**config.mk**
```make
export PLATFORM = sky130hd
export DESIGN_NAME = tmse_ctrl
export DESIGN_NICKNAME = d
export VERILOG_FILES = /design/src/rtl/core/tmse_pkg.sv /design/src/rtl/core/tmse_ctrl.sv
export SDC_FILE = /design/constraint.sdc
export NUM_CORES = 1
export LEC_CHECK = 0
export BUFFER_PORTS_ARGS = -buffer_cell sky130_fd_sc_hd__buf_4
export CORE_AREA = 4 4 41 43
export CTS_CLUSTER_DIAMETER = 80
export DETAILED_ROUTE_END_ITERATION = 10
export DIE_AREA = 0 0 45 47
export GPL_TIMING_DRIVEN = 0
export RECOVER_POWER = 50
export SETUP_SLACK_MARGIN = 0.2
export SYNTH_ARGS = -nofsm -noshare
export SYNTH_HDL_FRONTEND = slang
export SYNTH_SLANG_ARGS = --single-unit
```
**constraint.sdc**
```tcl
create_clock -name clk -period 0.91 [get_ports clk]
set_input_delay 0.182 -clock clk [delete_from_list [all_inputs] [get_ports clk]]
set_output_delay 0.182 -clock clk [all_outputs]
set_load 0.005 [all_outputs]
```
**src/rtl/core/tmse_pkg.sv**
```systemverilog
// ----------------------------------------------------------------------------
// tmse_pkg
// Shared types and constants of the Turing machine step engine: the tape
// geometry, the register reset values, the controller states and the
// command and status bundles between controller and datapath.
// ----------------------------------------------------------------------------
`default_nettype none

package tmse_pkg;

  localparam int unsigned TAPE_CELLS = 65536;
  localparam int unsigned TAPE_AW    = $clog2(TAPE_CELLS);

  localparam int unsigned ADDR_W  = 16;
  localparam int unsigned COUNT_W = 32;
  localparam int unsigned STATE_W = 3;
  localparam int unsigned RULES   = 12;
  localparam int unsigned NEXT_W  = STATE_W * RULES;
  localparam int unsigned IN_DW   = 16;
  localparam int unsigned OUT_DW  = 56;

  localparam logic [RULES-1:0]  WRITE_RESET = 12'd437;
  localparam logic [RULES-1:0]  MOVE_RESET  = 12'd3725;
  localparam logic [NEXT_W-1:0] NEXT_RESET  = 36'd36741065369;

  // Machine states: 0 to 5 run, 6 and 7 mean halt.
  localparam logic [STATE_W-1:0] ST_A       = 3'd0;
  localparam logic [STATE_W-1:0] ST_LAST    = 3'd5;
  localparam logic [STATE_W-1:0] ST_HALT_LO = 3'd6;
  localparam logic [STATE_W-1:0] ST_HALT    = 3'd7;

  // Cell codes.
  localparam logic [1:0] CELL_BLANK = 2'd0;
  localparam logic [1:0] CELL_ZERO  = 2'd1;
  localparam logic [1:0] CELL_ONE   = 2'd2;

  // Request kinds.
  localparam logic REQ_STEP = 1'b0;
  localparam logic REQ_READ = 1'b1;

  // Configuration register indexes.
  localparam logic [1:0] CFG_WRITE_BITS = 2'd0;
  localparam logic [1:0] CFG_MOVE_BITS  = 2'd1;
  localparam logic [1:0] CFG_NEXT_STATE = 2'd2;

  typedef enum logic [2:0] {
    CTRL_CLEAR = 3'b001,
    CTRL_IDLE  = 3'b010,
    CTRL_EXEC  = 3'b100
  } ctrl_state_t;

  typedef struct packed {
    logic clear_en;  // write one blank cell of the clearing pass
    logic issue;     // take the input item and start its tape read
    logic commit;    // finish the item and load the result register
  } tmse_cmd_t;

  typedef struct packed {
    logic clear_last;  // clearing pass is at its final cell
    logic out_busy;    // result register holds an item not yet taken
  } tmse_status_t;

endpackage

`default_nettype wire

```
**src/rtl/core/tmse_ctrl.sv**
```systemverilog
// ----------------------------------------------------------------------------
// tmse_ctrl
// Controller of the step engine: runs the tape clearing pass after reset,
// then accepts one item at a time and commits it once the tape read is
// back and the result register is free.
// ----------------------------------------------------------------------------
`default_nettype none

module tmse_ctrl
  import tmse_pkg::*;
(
  input  wire logic         clk,
  input  wire logic         rst_n,
  input  wire logic         in_tvalid,
  output logic              in_tready,
  input  wire tmse_status_t status,
  output tmse_cmd_t         cmd
);

  ctrl_state_t state_r;
  ctrl_state_t state_nxt;

  always_comb begin
    state_nxt    = state_r;
    in_tready    = 1'b0;
    cmd.clear_en = 1'b0;
    cmd.issue    = 1'b0;
    cmd.commit   = 1'b0;
    unique case (state_r)
      CTRL_CLEAR: begin
        cmd.clear_en = 1'b1;
        if (status.clear_last) begin
          state_nxt = CTRL_IDLE;
        end
      end
      CTRL_IDLE: begin
        in_tready = 1'b1;
        if (in_tvalid) begin
          cmd.issue = 1'b1;
          state_nxt = CTRL_EXEC;
        end
      end
      CTRL_EXEC: begin
        // Hold the read data until the previous result has been taken.
        if (!status.out_busy) begin
          cmd.commit = 1'b1;
          state_nxt  = CTRL_IDLE;
        end
      end
      default: begin
        state_nxt = CTRL_CLEAR;
      end
    endcase
  end

  always_ff @(posedge clk) begin
    if (!rst_n) begin
      state_r <= CTRL_CLEAR;
    end else begin
      state_r <= state_nxt;
    end
  end

endmodule

`default_nettype wire

```
==> results.cfg, run 1 <==
[cts]
cts_tree = built
path_clk_slew_ns = 0.04
clock_path_buffers = 2
htreeDepth = 1
clock-sinks = 3
root_buffer = clkbuf_4
numCtsBuffers = 3
hold_buffers = 0
insertion_delay_ns = 0.24

[finish]
syn_to_final_growth_pct = 95.2
largest_reg_flops = 3
stdcell_count = 48
fin_nets = 39
layout_commonest_cell = buf_4
antenna_cells = 0
drive_gt1_frac = 0.667
registers.top_by_ff_count = state_r
final_cell_mix = 10 x buf_4, 3 x clkbuf_4, 3 x dfxtp_4
reg_top3 = state_r: 3 flops

[critical_path]
worstReg2RegEnd = state_r[1]
critPathArrivalTime_ns = 1.05
crit_type = reg -> out
crit_fanout = 8
r2r_setup_slack_ns = -0.06
start_kind = flop
reg2reg_depth = 3
r2r_start = state_r[0]
cp_data_required_time_ns = 0.73
endpoint_kind = output port

[synthesis]
yosysUniqueCellTypes = 15
synth_area_leaders = dfxtp_1 33%, nand3b_1 8.2%, nor4b_2 8.2%, nor3b_2 6.8%, nor4bb_1 5.4%
ys_seq_area_frac = 0.327
yosysTopAreaCellShare = 0.327
ys_warn_count = 0
synth_cells = 18
synth.net_count = 23
synth_seq_cells = 3
yosysTopAreaCell = dfxtp_1
syn_avg_cell_area_um2 = 10.2
syn_area_um2 = 184

[sta]
post-route-min-period_ns = 1.23
fmax_mhz = 815
timing.final.ws_setup_ns = -0.317
setup_viol = 6
min_period_over_period = 1.35
worst_slew_pin_slew_ns = 0.222
hold_viol = 0
grt_setup_unrepaired = yes
fin_tns_setup_ns = -1.22
slew_viol_final = 0
max_slew_margin = 0.850
fin_skew_ns = 0.00853

[place]
hpwl_um = 322
portBuffers = 8
place_ws_ns = -0.0868
place_inst = 41
globalplace.congestion = 0.711

[global_route]
overflow = 0
antenna_found_initial = 0
grt_usage = 0.0600
grt_pass1_vias = 202
grt_max_degree = 10
grt_first_pass_wirelength_um = 841

[power_and_ir_drop]
peakVddDrop_v = 0.000396
power_density_nw_per_um2 = 1320
fin_total_pwr_uw = 474
power.leakage_nw = 0.136

[floorplan]
dieHeight_um = 47
start_util = 0.141
die-area_um2 = 2120
ioPinCount = 9
fp.dieW_um = 45
rows = 13
core_um2 = 1300

[job]
drv_cap = 0

[route]
finalWirelength_um = 478
drtIter0Drc = 3
ant_nets = 0
wl_per_cell_um = 9.96
drtPass1Iterations = 4
vias = 206
via_per_inst = 4.29
drc = 0

[min_path]
hold_depth = 2
min_path_type = in -> reg
min_to = state_r[0]
hp-start = rst_n

[outcome]
violations = setup timing
status = finished with violations
per-layer routing:
metal,track usage,vias up,routed length [um]
met5,0,-,0
met4,0.0351,0,0
met3,0.0460,0,57
met2,0.0706,9,199
met1,0.0750,94,221
li1,-,103,-
cells in the mapped netlist:
cell / number
nor3b_2: 1
o311ai_1: 1
nor4bb_1: 1
dfxtp_1: 3
and3b_1: 1
nor3b_1: 1
nor2b_1: 1
nor4b_1: 1
o21ai_0: 1
and2_1: 1
nand3b_1: 2
a21oi_1: 1
o31a_1: 1
nand2b_1: 1
nor4b_2: 1
stage by stage:
| stage | hold slack (ns) | utilization | instance area [um^2] |
|---|---|---|---|
| after floorplan | 0.260 | - | 216 |
| after global placement | 0.397 | 0.227 | 295 |
| after detailed placement | 0.401 | 0.227 | 295 |
| after CTS | 0.148 | 0.264 | 344 |
| after global routing | 0.176 | 0.276 | 359 |
| final | 0.170 | 0.276 | 359 |
worst max-delay path, cell delays in order (launching register included):
cell     delay, ns
dfxtp_4       0.38
nor3b_4       0.19
and2_1        0.14
buf_4         0.10
cells by family after synthesis:
group           share of synthesized area
compound gates                      0.150
flops                               0.327
simple gates                        0.524
report_power, final:
part | internal, mW | switching, mW
Sequential | 0.136 | 0.0173
Combinational | 0.0549 | 0.0255
Clock | 0.165 | 0.0758
repair_timing:
action                                 CTS  global route
gates resized for setup                  0             3
endpoints found under the hold margin    0             0
pin swaps                                1             1
buffers inserted                         3             0
setup endpoints to repair                7             7
worst max path at each step:
stage,start,endpoint,depth (start not counted)
floorplan,state_r[1],cmd[1],2
global placement,state_r[1],cmd[1],3
detailed placement,state_r[1],cmd[1],3
CTS,state_r[1],cmd[1],3
global route,state_r[1],cmd[1],3
finish,state_r[1],cmd[1],3
cell type report:
type	count	area, um^2
Clock buffer	4	26.3
Fill cell	155	942
Multi-Input combinational cell	15	156
Sequential cell	3	71.3
Tap cell	15	18.8
Timing Repair Buffer	11	86.3
Power figures use the tool's default switching activity.
==> inputs of run 2 (changes only) <==
clock period = 1.1 ns   (was 0.91 ns; I/O delays follow)
==> results.cfg, run 2 (synthesis gave the netlist of run 1 again) <==
[floorplan]
core_um2 = 1300
dieHeight_um = 47
start_util = 0.141
fp.dieW_um = 45
die-area_um2 = 2120
rows = 13
ioPinCount = 9

[global_route]
grt_max_degree = 10
grt_pass1_vias = 219
antenna_found_initial = 0
grt_first_pass_wirelength_um = 897
grt_usage = 0.0656
overflow = 0

[route]
drtIter0Drc = 5
wl_per_cell_um = 12.8
ant_nets = 0
drc = 0
via_per_inst = 4.29
drtPass1Iterations = 2
vias = 219
finalWirelength_um = 653

[finish]
fill_cells = 148
largest_reg_flops = 3
antenna_cells = 0
multi_input_area_um2 = 165
registers.top_by_ff_count = state_r
ff_latch_area_um2 = 71.3
reg_top3 = state_r: 3 flops
layout_commonest_cell = buf_4
fin_nets = 42
drive_gt1_frac = 0.694
design_area_um2 = 407
syn_to_final_growth_pct = 121
final_cell_mix = 11 x buf_4, 3 x clkbuf_4, 3 x dfxtp_4

[critical_path]
crit_fanout = 5
critPathArrivalTime_ns = 1.06
start_kind = flop
crit_type = reg -> out
cp_data_required_time_ns = 0.88
endpoint_kind = output port

[sta]
slew_viol_final = 0
post-route-min-period_ns = 1.28
grt_setup_unrepaired = yes
fmax_mhz = 784
setup_viol = 4
worst_slew_pin_slew_ns = 0.236
min_period_over_period = 1.16
hold_viol = 0
fin_skew_ns = 0.00625
max_slew_margin = 0.842
timing.final.ws_setup_ns = -0.175

[min_path]
min_path_type = in -> reg

[job]
drv_cap = 0

[outcome]
violations = setup timing
status = finished with violations

[place]
placed_cell_area_um2 = 284
portBuffers = 8
globalplace.congestion = 0.647
place_ws_ns = 0.0492

[power_and_ir_drop]
peakVddDrop_v = 0.000358
power_density_nw_per_um2 = 1010
power.leakage_nw = 0.154

[cts]
htreeDepth = 1
root_buffer = clkbuf_4
insertion_delay_ns = 0.24
path_clk_slew_ns = 0.04
clock-sinks = 3
cts_tree = built
hold_buffers = 0
clock_path_buffers = 2
numCtsBuffers = 3
[run 2: final cells by class]
type,instances,area share
multi-input combinational,15,0.406
timing repair buffer,14,0.308
sequential,3,0.175
clock buffer,4,0.0646
tap,15,0.0462
[run 2: repair_timing]
item                                    4_1_cts  5_1_grt
buffers inserted                              3        3
gates resized for setup                       5        3
pin swaps                                     3        3
endpoints found under the setup margin        6        6
[run 2: stage by stage]
stage | power [mW] | TNS [ns] | instances | util | hold WS, ns
2_1_floorplan | 0.154 | 0 | 18 | - | 0.298
3_3_place_gp | 0.182 | 0 | 41 | 0.218 | 0.442
3_5_place_dp | 0.183 | 0 | 41 | 0.218 | 0.440
4_1_cts | 0.404 | -0.577 | 48 | 0.271 | 0.191
5_1_grt | 0.433 | -0.784 | 51 | 0.313 | 0.204
6_report | 0.409 | -0.558 | 51 | 0.313 | 0.194
[run 2: critical path, cell delays in order (launching register included)]
cell     delay, ns
dfxtp_4       0.37
nor4b_4       0.29
buf_4         0.16
[run 2: worst paths after layout]
kind / startpoint / end / slack [ns] / cells after the start
setup / recovery: state_r[0] / cmd[0] / -0.18 / 2
hold / removal: rst_n / state_r[0] / 0.19 / 2
setup reg to reg: state_r[2] / state_r[1] / 0.01 / 4
hold reg to reg: state_r[1] / state_r[2] / 0.53 / 2
[run 2: routing by layer]
metal  GRT usage  vias up  wire length (um)
met2      0.0932        8               346
met5           0        -                 0
li1            -      109                 -
met4      0.0526        0                 0
met3      0.0460        0                68
met1      0.0659      102               238
[run 2: where the power goes]
part           internal (mW)  total [mW]  switching (mW)
logic                 0.0565      0.0824          0.0260
clock network          0.137       0.202          0.0651
registers              0.112       0.125          0.0127
total                  0.305       0.409           0.104
